[src/fsfa_pkg.sv]
// Shared types, constants and a helper function of the slot allocator.
`default_nettype none
package fsfa_pkg;

  localparam int SLOTS  = 1024;
  localparam int SLOT_W = 10;
  localparam int CNT_W  = 11;
  localparam int WORD_W = 32;
  localparam int BIT_W  = 5;
  localparam int WORDS  = SLOTS / WORD_W;
  localparam int WIDX_W = SLOT_W - BIT_W;
  localparam int STAT_W = 2;

  localparam logic [STAT_W-1:0] ST_GRANTED = 2'd0;
  localparam logic [STAT_W-1:0] ST_FULL    = 2'd1;
  localparam logic [STAT_W-1:0] ST_RANGE   = 2'd2;

  localparam logic REQ_PARK    = 1'b0;
  localparam logic REQ_RELEASE = 1'b1;

  localparam logic [1:0] JOB_REL   = 2'd0;
  localparam logic [1:0] JOB_RANGE = 2'd1;
  localparam logic [1:0] JOB_PARK  = 2'd2;

  typedef struct packed {
    logic [1:0]        kind;
    logic [SLOT_W-1:0] slot;
    logic [SLOT_W-1:0] last;   // highest active slot, valid for parks only
  } fsfa_job_t;

  typedef struct packed {
    logic      vld;
    fsfa_job_t job;
  } fsfa_q_t;

  // Index of the lowest set bit; zero when none is set.
  function automatic logic [BIT_W-1:0] lsb_idx(input logic [WORD_W-1:0] v);
    logic [BIT_W-1:0] idx;
    idx = '0;
    for (int i = WORD_W - 1; i >= 0; i--) begin
      if (v[i]) idx = BIT_W'(i);
    end
    return idx;
  endfunction

endpackage
`default_nettype wire

[src/circular_first_free_slot_allocator.sv]
// Top level of the circular first-free slot allocator.
// An out-of-range park is answered from the idle state without a memory read; a release and
// a park each read a map word and then check it, and a park may read further words. The
// engine takes the next item only once it is back in idle, as the read-then-check loop on
// the single port of the occupancy memory serialises the work.
// Reset (synchronous, active low) frees every slot at once through per-word valid bits,
// so no clearing pass is needed, and sets the active count to 1024.
`default_nettype none
module circular_first_free_slot_allocator
  import fsfa_pkg::*;
(
  input  wire logic              clk,
  input  wire logic              rst_n,
  input  wire logic              push,
  output logic                   full,
  input  wire logic              in_req_type,
  input  wire logic [SLOT_W-1:0] in_slot,
  output logic                   empty,
  input  wire logic              pop,
  output logic [SLOT_W-1:0]      out_granted_slot,
  output logic [STAT_W-1:0]      out_status,
  input  wire logic              cfg_wr_en,
  input  wire logic [CNT_W-1:0]  cfg_wr_data
);

  // The front end holds the active count and classifies each request against it as
  // a release, an out-of-range park or a park to search, then queues it. A full queue
  // stalls the input side without holding up the engine.
  fsfa_q_t q_head;
  logic    q_pop;

  fsfa_front u_front (
    .clk         (clk),
    .rst_n       (rst_n),
    .push        (push),
    .full        (full),
    .in_req_type (in_req_type),
    .in_slot     (in_slot),
    .cfg_wr_en   (cfg_wr_en),
    .cfg_wr_data (cfg_wr_data),
    .q_head      (q_head),
    .q_pop       (q_pop)
  );

  // The back end keeps the map as 32 words of 32 bits with a summary bit per word that
  // marks a word with a free slot. A search checks the preferred word from the preferred
  // slot upwards, then the next word onwards with a free slot, then wraps round to the
  // words below, and finally the lower part of the preferred word. Each result transaction
  // waits in an output register until it is popped.
  fsfa_back u_back (
    .clk              (clk),
    .rst_n            (rst_n),
    .q_head           (q_head),
    .q_pop            (q_pop),
    .empty            (empty),
    .pop              (pop),
    .out_granted_slot (out_granted_slot),
    .out_status       (out_status)
  );

endmodule
`default_nettype wire

[src/fsfa_front.sv]
// Front end: takes requests, classifies them and queues them for the search engine.
`default_nettype none
module fsfa_front
  import fsfa_pkg::*;
(
  input  wire logic              clk,
  input  wire logic              rst_n,
  input  wire logic              push,
  output logic                   full,
  input  wire logic              in_req_type,
  input  wire logic [SLOT_W-1:0] in_slot,
  input  wire logic              cfg_wr_en,
  input  wire logic [CNT_W-1:0]  cfg_wr_data,
  output fsfa_q_t                q_head,
  input  wire logic              q_pop
);

  localparam int QDEPTH = 4;
  localparam int QP_W   = 2;

  logic [CNT_W-1:0] active_r;
  logic [CNT_W-1:0] n_eff;
  fsfa_job_t        job_in;
  fsfa_job_t        q_mem_r [QDEPTH];
  logic [QP_W-1:0]  wp_r, rp_r;
  logic [QP_W:0]    cnt_r, cnt_nxt;
  logic             do_push, do_pop;

  always_comb begin
    n_eff = (active_r > CNT_W'(SLOTS)) ? CNT_W'(SLOTS) : active_r;
    job_in.slot = in_slot;
    job_in.last = SLOT_W'(n_eff - CNT_W'(1));
    if (in_req_type == REQ_RELEASE) begin
      job_in.kind = JOB_REL;
    end else if ({1'b0, in_slot} >= n_eff) begin
      job_in.kind = JOB_RANGE;
    end else begin
      job_in.kind = JOB_PARK;
    end
  end

  assign full    = (cnt_r == (QP_W+1)'(QDEPTH));
  assign do_push = push && !full;
  assign do_pop  = q_pop && (cnt_r != '0);

  always_comb begin
    cnt_nxt = cnt_r;
    if (do_push && !do_pop) cnt_nxt = cnt_r + (QP_W+1)'(1);
    if (!do_push && do_pop) cnt_nxt = cnt_r - (QP_W+1)'(1);
  end

  always_ff @(posedge clk) begin
    if (!rst_n) begin
      active_r <= CNT_W'(SLOTS);
      wp_r     <= '0;
      rp_r     <= '0;
      cnt_r    <= '0;
    end else begin
      if (cfg_wr_en) active_r <= cfg_wr_data;
      if (do_push) wp_r <= wp_r + QP_W'(1);
      if (do_pop)  rp_r <= rp_r + QP_W'(1);
      cnt_r <= cnt_nxt;
    end
  end

  always_ff @(posedge clk) begin
    if (do_push) q_mem_r[wp_r] <= job_in;
  end

  assign q_head.vld = (cnt_r != '0);
  assign q_head.job = q_mem_r[rp_r];

endmodule
`default_nettype wire

[src/fsfa_back.sv]
// Back end: occupancy map, word-by-word free-slot search and the result register.
`default_nettype none
module fsfa_back
  import fsfa_pkg::*;
(
  input  wire logic               clk,
  input  wire logic               rst_n,
  input  wire fsfa_q_t            q_head,
  output logic                    q_pop,
  output logic                    empty,
  input  wire logic               pop,
  output logic [SLOT_W-1:0]       out_granted_slot,
  output logic [STAT_W-1:0]       out_status
);

  localparam logic [1:0] S_IDLE = 2'd0;
  localparam logic [1:0] S_RD   = 2'd1;
  localparam logic [1:0] S_CHK  = 2'd2;

  localparam logic [2:0] PH_REL = 3'd0;
  localparam logic [2:0] PH_A   = 3'd1;
  localparam logic [2:0] PH_B   = 3'd2;
  localparam logic [2:0] PH_C   = 3'd3;
  localparam logic [2:0] PH_D   = 3'd4;

  localparam logic [WORD_W-1:0] ONES = '1;
  localparam logic [WORD_W-1:0] ONES_BUT_LSB = {{(WORD_W-1){1'b1}}, 1'b0};

  logic [1:0]        state_r, state_nxt;
  logic [2:0]        phase_r, phase_nxt;
  logic [SLOT_W-1:0] slot_r, slot_nxt;
  logic [SLOT_W-1:0] last_r, last_nxt;
  logic [WIDX_W-1:0] cur_w_r, cur_w_nxt;
  logic [WORDS-1:0]  hasfree_r;
  logic [WORDS-1:0]  row_vld_r;
  logic [WORD_W-1:0] mem_r [WORDS];
  logic [WORD_W-1:0] rd_data_r;
  logic              rd_vld_r;

  logic              out_vld_r, out_vld_nxt;
  logic [SLOT_W-1:0] out_g_r, out_g_nxt;
  logic [STAT_W-1:0] out_s_r, out_s_nxt;

  logic              out_free;
  logic [WORD_W-1:0] word, free_bits, act_mask, m;
  logic              hit;
  logic [BIT_W-1:0]  hit_bit;
  logic [WIDX_W-1:0] w0, lastw;
  logic [BIT_W-1:0]  s_lo, lastb;
  logic [WORDS-1:0]  cand_b, cand_c;
  logic              wr_en;
  logic [WORD_W-1:0] wr_data;

  assign out_free = !out_vld_r || pop;
  assign w0    = slot_r[SLOT_W-1:BIT_W];
  assign s_lo  = slot_r[BIT_W-1:0];
  assign lastw = last_r[SLOT_W-1:BIT_W];
  assign lastb = last_r[BIT_W-1:0];

  always_comb begin
    word      = rd_vld_r ? rd_data_r : '0;
    free_bits = ~word;
    if (cur_w_r < lastw) act_mask = ONES;
    else                 act_mask = ~(ONES_BUT_LSB << lastb);
    unique case (phase_r)
      PH_A:    m = free_bits & (ONES << s_lo) & act_mask;
      PH_B:    m = free_bits & act_mask;
      PH_C:    m = free_bits;
      PH_D:    m = free_bits & ~(ONES << s_lo);
      default: m = '0;
    endcase
    hit     = |m;
    hit_bit = lsb_idx(m);
    cand_b  = hasfree_r & (ONES_BUT_LSB << w0) & ~(ONES_BUT_LSB << lastw);
    cand_c  = hasfree_r & ~(ONES << w0);
  end

  always_comb begin
    state_nxt   = state_r;
    phase_nxt   = phase_r;
    slot_nxt    = slot_r;
    last_nxt    = last_r;
    cur_w_nxt   = cur_w_r;
    q_pop       = 1'b0;
    wr_en       = 1'b0;
    wr_data     = word;
    out_vld_nxt = out_vld_r && !pop;
    out_g_nxt   = out_g_r;
    out_s_nxt   = out_s_r;
    unique case (state_r)
      S_IDLE: begin
        if (q_head.vld && (q_head.job.kind == JOB_REL || out_free)) begin
          q_pop     = 1'b1;
          slot_nxt  = q_head.job.slot;
          last_nxt  = q_head.job.last;
          cur_w_nxt = q_head.job.slot[SLOT_W-1:BIT_W];
          unique case (q_head.job.kind)
            JOB_REL: begin
              phase_nxt = PH_REL;
              state_nxt = S_RD;
            end
            JOB_PARK: begin
              phase_nxt = PH_A;
              state_nxt = S_RD;
            end
            default: begin
              out_vld_nxt = 1'b1;
              out_g_nxt   = '0;
              out_s_nxt   = ST_RANGE;
            end
          endcase
        end
      end
      S_RD: state_nxt = S_CHK;
      S_CHK: begin
        if (phase_r == PH_REL) begin
          wr_en     = 1'b1;
          wr_data   = word & ~(WORD_W'(1) << s_lo);
          state_nxt = S_IDLE;
        end else if (hit) begin
          wr_en       = 1'b1;
          wr_data     = word | (WORD_W'(1) << hit_bit);
          out_vld_nxt = 1'b1;
          out_g_nxt   = {cur_w_r, hit_bit};
          out_s_nxt   = ST_GRANTED;
          state_nxt   = S_IDLE;
        end else if (phase_r == PH_D) begin
          out_vld_nxt = 1'b1;
          out_g_nxt   = '0;
          out_s_nxt   = ST_FULL;
          state_nxt   = S_IDLE;
        end else begin
          state_nxt = S_RD;
          if (phase_r == PH_A && (|cand_b)) begin
            phase_nxt = PH_B;
            cur_w_nxt = lsb_idx(cand_b);
          end else if ((phase_r == PH_A || phase_r == PH_B) && (|cand_c)) begin
            phase_nxt = PH_C;
            cur_w_nxt = lsb_idx(cand_c);
          end else begin
            phase_nxt = PH_D;
            cur_w_nxt = w0;
          end
        end
      end
      default: state_nxt = S_IDLE;
    endcase
  end

  always_ff @(posedge clk) begin
    if (!rst_n) begin
      state_r   <= S_IDLE;
      phase_r   <= PH_REL;
      out_vld_r <= 1'b0;
      hasfree_r <= '1;
      row_vld_r <= '0;
    end else begin
      state_r   <= state_nxt;
      phase_r   <= phase_nxt;
      out_vld_r <= out_vld_nxt;
      if (wr_en) begin
        hasfree_r[cur_w_r] <= ~(&wr_data);
        row_vld_r[cur_w_r] <= 1'b1;
      end
    end
  end

  always_ff @(posedge clk) begin
    slot_r  <= slot_nxt;
    last_r  <= last_nxt;
    cur_w_r <= cur_w_nxt;
    out_g_r <= out_g_nxt;
    out_s_r <= out_s_nxt;
    if (state_r == S_RD) begin
      rd_data_r <= mem_r[cur_w_r];
      rd_vld_r  <= row_vld_r[cur_w_r];
    end
    if (wr_en) mem_r[cur_w_r] <= wr_data;
  end

  assign empty            = !out_vld_r;
  assign out_granted_slot = out_g_r;
  assign out_status       = out_s_r;

endmodule
`default_nettype wire
[config.mk]
export PLATFORM = sky130hd
export DESIGN_NAME = circular_first_free_slot_allocator
export DESIGN_NICKNAME = d
export VERILOG_FILES = /design/src/fsfa_pkg.sv /design/src/circular_first_free_slot_allocator.sv /design/src/fsfa_front.sv /design/src/fsfa_back.sv
export SDC_FILE = /design/constraint.sdc
export NUM_CORES = 2
export LEC_CHECK = 0
export ABC_AREA = 1
export BUFFER_PORTS_ARGS = -buffer_cell sky130_fd_sc_hd__buf_2
export CAP_MARGIN = 20
export CORE_ASPECT_RATIO = 1.2
export CORE_UTILIZATION = 65
export CTS_CLUSTER_DIAMETER = 100
export DETAILED_ROUTE_END_ITERATION = 10
export GPL_TIMING_DRIVEN = 0
export MAX_ROUTING_LAYER = met4
export PLACE_DENSITY = 0.83
export REMOVE_ABC_BUFFERS = 1
export SETUP_SLACK_MARGIN = 0.5
export SLEW_MARGIN = 0
export SYNTH_ARGS = -nofsm -noshare
export SYNTH_HDL_FRONTEND = slang
export SYNTH_SLANG_ARGS = --single-unit
[constraint.sdc]
create_clock -name clk -period 9.35 [get_ports clk]
set_clock_uncertainty 0.1 [all_clocks]
set_input_delay 1.87 -clock clk [delete_from_list [all_inputs] [get_ports clk]]
set_output_delay 1.87 -clock clk [all_outputs]
set_load 0.005 [all_outputs]
==> flow_metrics.env <==
export IMPL_drive_above_1_share_pct=11.6
export IMPL_netlist_top_cell_by_area="edfxtp_1"
export IMPL_slew_headroom_pct=19.6
export IMPL_cp_data_arrival_time_ps=8150
export IMPL_dp_hpwl_um=97700
export IMPL_die_area_um2=80600
export IMPL_start_util_pct=66.1
export IMPL_setup_violations=0
export IMPL_grt_pass1_vias=36600
export IMPL_synth_xor_area_share_pct=0.102
export IMPL_endpoint="u_back.hasfree_r[0]$_SDFFE_PN1P_"
export IMPL_synth_simple_area_share_pct=12.0
export IMPL_clockBufferDepth=3
export IMPL_cts_reportedPaths_clkPinSlew_ps=70
export IMPL_finalHoldViolations=0
export IMPL_rr_endpoint="u_back.hasfree_r[0]$_SDFFE_PN1P_"
export IMPL_netlist_top_cells_area="edfxtp_1 69%, nand2_1 4.8%, a22oi_1 3.8%"
export IMPL_cts_setup_buffers=0
export IMPL_hold_class="flip-flop to flip-flop"
export IMPL_slew_viol_final=0
export IMPL_cp_end_kind="flip-flop"
export IMPL_io_buffers=40
export IMPL_synth_top_area_share_pct=68.7
export IMPL_worst_path_most_repeated_cell="nand2_1"
export IMPL_drc=0
export IMPL_intPower_uw=11800
export IMPL_fp_dieH_um=311
export IMPL_final_instance_count_excl_fill=5285
export IMPL_seqPwrFrac_pct=38.2
export IMPL_postCtsHoldBufs=0
export IMPL_synth_area_um2=51700
export IMPL_max_freq_mhz=130
export IMPL_worst_pin_slew_ps=1200
export IMPL_maxCapViolations=0
export IMPL_grt_overflow=0
export IMPL_status="complete, no violations"
export IMPL_worstPathRequired_ps=9830
export IMPL_grt_setup_unrepaired="false"
export IMPL_nets=4207
export IMPL_async_reset_ff_share_pct=0
export IMPL_min_period_over_period_pct=82.0
export IMPL_drt_iter0_markers=6198
export IMPL_clkPwrFrac_pct=24.3
export IMPL_track_usage_pct=40.9
export IMPL_path_max_fanout=33
export IMPL_critPathKind="flip-flop to flip-flop"
export IMPL_fin_util_pct=76.0
export IMPL_drt_first_pass_iters=7
export IMPL_swShare_pct=38.8
export IMPL_muxShareOfSynthArea_pct=0
export IMPL_rows=112
export IMPL_worstHoldPathCells=2
export IMPL_postRouteAntennaNets=0
export IMPL_synth_compound_area_share_pct=11.9
export IMPL_num_io_pins=41
export IMPL_yosysWarningCount=0
export IMPL_worst_hold_slack_ps=361
export IMPL_cts_root_buf="clkbuf_16"
export IMPL_synthAdderAreaFrac_pct=0.523
export IMPL_clock_sinks=1272
export IMPL_avgSynthCellArea_um2=12.6
export IMPL_gp_congestion=0.994
export IMPL_ys_flop_type="edfxtp_1"
export IMPL_dp_cells=5069
export IMPL_p_comb_share_pct=37.5
export IMPL_fp_coreArea_um2=78200
export IMPL_tritoncts="built"
export IMPL_syn_inst=4091
export IMPL_synth_top_family_by_area="simple AND/OR/NAND/NOR gates"
export IMPL_ff2ff_setup_slack_ps=1680
export IMPL_fill_cells=4406
export IMPL_ys_seq_area_share_pct=72.2
export IMPL_cts_buffers=110
export IMPL_synth_seq_cells=1272
export IMPL_synth_edf_count=1182
export IMPL_grt_max_degree=52
export IMPL_setup_slack_ps=1680
export IMPL_power_switching_uw=7500
export IMPL_grt_pass1_wl_um=232000
export IMPL_start_kind="flip-flop"
export IMPL_antenna_found_initial=7
export IMPL_power_total_uw=19300
export IMPL_ctsResizeCount=0
export IMPL_die_w_um=259
export IMPL_via_per_inst=7.13
export IMPL_dr_total_vias=37700
export IMPL_min_period_ps=7670
export IMPL_regToRegStartpoint="u_back.last_r[9]$_DFFE_PP_"
export IMPL_wl_per_cell_um=30.6
export IMPL_clkLatencyLatePin_ps=750
export IMPL_wl_um=162000
export IMPL_cp_slowest_cell="edfxtp_1"
export IMPL_cp_startpoint="u_back.last_r[9]$_DFFE_PP_"
export IMPL_dp_slack_ps=1960
export IMPL_synthToLayoutAreaGrowth_pct=15.1
export IMPL_power_leakage_uw=0.0201
export IMPL_reg2reg_depth=29
export IMPL_pwr_density_cell_nw_per_um2=325
export IMPL_ys_types=65
export IMPL_ir_drop_v=0.000212
export IMPL_max_stage_delay_ps=870
export IMPL_h_tree_depth=3
-- power groups by stage --
stage          registers, uW  logic (uW)  clock network (uW)
6_report                7380        7260                4710
2_1_floorplan           7590        4030                   0
3_5_place_dp            7480        6840                   0
5_1_grt                 7400        7580                4890
4_1_cts                 7370        6980                4690
3_3_place_gp            7940        6280                   0
-- logic make-up (layout without fill, tap and decap cells) --
logic type	Yosys count	in the layout
AO/OA/AOI/OAI	929	929
XOR/XNOR	6	6
flip-flops	1272	1272
AND/OR/NAND/NOR	1417	1417
buffers and inverters	446	607
other	0	7
adder cells (fa/ha/maj)	21	21
-- metal layers --
metal  vias up  track usage (%)  wire length, um
met2      3444             62.0            75300
met1     17900             50.2            53200
met4         0             25.6            11800
met3       834             9.08            21500
li1      15500                -                -
met5         -                -                0
-- worst max-delay path, delay by kind of cell (launching register included) --
family | cells | cell delay, ps
AOI/OAI and AO/OA | 2 | 770
and+or+nand+nor | 23 | 4160
adders and majority gates | 1 | 430
DFF | 1 | 870
buffers and inverters | 3 | 1140
-- synthesized netlist by cell type, drive strengths merged, types with 24 or more instances --
master / instances
a21oi: 113
a22oi: 264
a31oi: 247
buf: 44
clkbuf: 177
dfxtp: 90
edfxtp: 1182
inv: 217
nand2: 675
nand3: 339
nor2: 276
nor3: 24
nor4: 25
o21ai: 139
o21bai: 24
o22ai: 24
or2: 33
-- area by class of cell --
type | instances | area [um2] | area share, %
multi-input combinational | 2373 | 13000 | 21.9
antenna | 7 | 17.5 | 0.0295
inverter | 225 | 847 | 1.42
tap | 1026 | 1280 | 2.16
clock inverter | 76 | 836 | 1.41
timing repair buffer | 177 | 3300 | 5.55
clock buffer | 129 | 2870 | 4.82
sequential | 1272 | 37300 | 62.7
-- layout by cell type (no fill, tap or decap), types with 16 or more instances in the layout --
master     netlist  final
a2111o_1        16     16
a21oi_1        113    113
a22oi_1        264    264
a31oi_1        247    247
buf_12           0     53
buf_16           0     62
buf_2            8     40
buf_8            0     22
clkbuf_1       177     16
clkbuf_16        0    111
clkinv_1         8     29
clkinv_2         0     26
dfxtp_1         90     90
edfxtp_1      1182   1182
ha_1            20     20
inv_1          199    198
inv_2           18     19
nand2_1        663    657
nand3_1        333    333
nand4_1         22     22
nor2_1         268    227
nor2_4           2     38
nor3_1          22     22
nor4_1          25     25
o211ai_1        23     23
o21a_1          22     22
o21ai_0        120    118
o21bai_1        22     20
o22ai_1         24     22
or2_2           32     32
or4_1           16     16
-- per-stage QoR --
step / instance area [um2] / TNS [ps]
after floorplan: 50800 / -6852630
after global placement: 52300 / -
after detailed placement: 55600 / 0
after CTS: 59300 / 0
after global routing: 59500 / 0
final: 59500 / 0
-- state kept, by name, summed over array words and instances (netlist names), named ones only --
name,flops
u_back.cur_w_r,5
u_back.hasfree_r,32
u_back.last_r,10
u_back.mem_r,1024
u_back.out_granted_slot,10
u_back.out_status,2
u_back.out_vld_r,1
u_back.phase_r,3
u_back.rd_data_r,32
u_back.rd_vld_r,1
u_back.row_vld_r,32
u_back.slot_r,10
u_back.state_r,2
u_front.active_r,11
u_front.cnt_r,3
u_front.q_mem_r,88
u_front.rp_r,2
u_front.wp_r,2
-- worst min path at each step --
stage                                      start                                end  slack [ps]
3_5_place_dp   u_back.row_vld_r[26]$_SDFFE_PN0P_  u_back.row_vld_r[26]$_SDFFE_PN0P_         350
4_1_cts        u_back.row_vld_r[15]$_SDFFE_PN0P_  u_back.row_vld_r[15]$_SDFFE_PN0P_         360
2_1_floorplan   u_back.hasfree_r[0]$_SDFFE_PN1P_   u_back.hasfree_r[0]$_SDFFE_PN1P_         340
5_1_grt        u_back.row_vld_r[23]$_SDFFE_PN0P_  u_back.row_vld_r[23]$_SDFFE_PN0P_         380
3_3_place_gp   u_back.row_vld_r[30]$_SDFFE_PN0P_  u_back.row_vld_r[30]$_SDFFE_PN0P_         340
6_report       u_back.row_vld_r[15]$_SDFFE_PN0P_  u_back.row_vld_r[15]$_SDFFE_PN0P_         360
(Power assumes the default switching activity.)
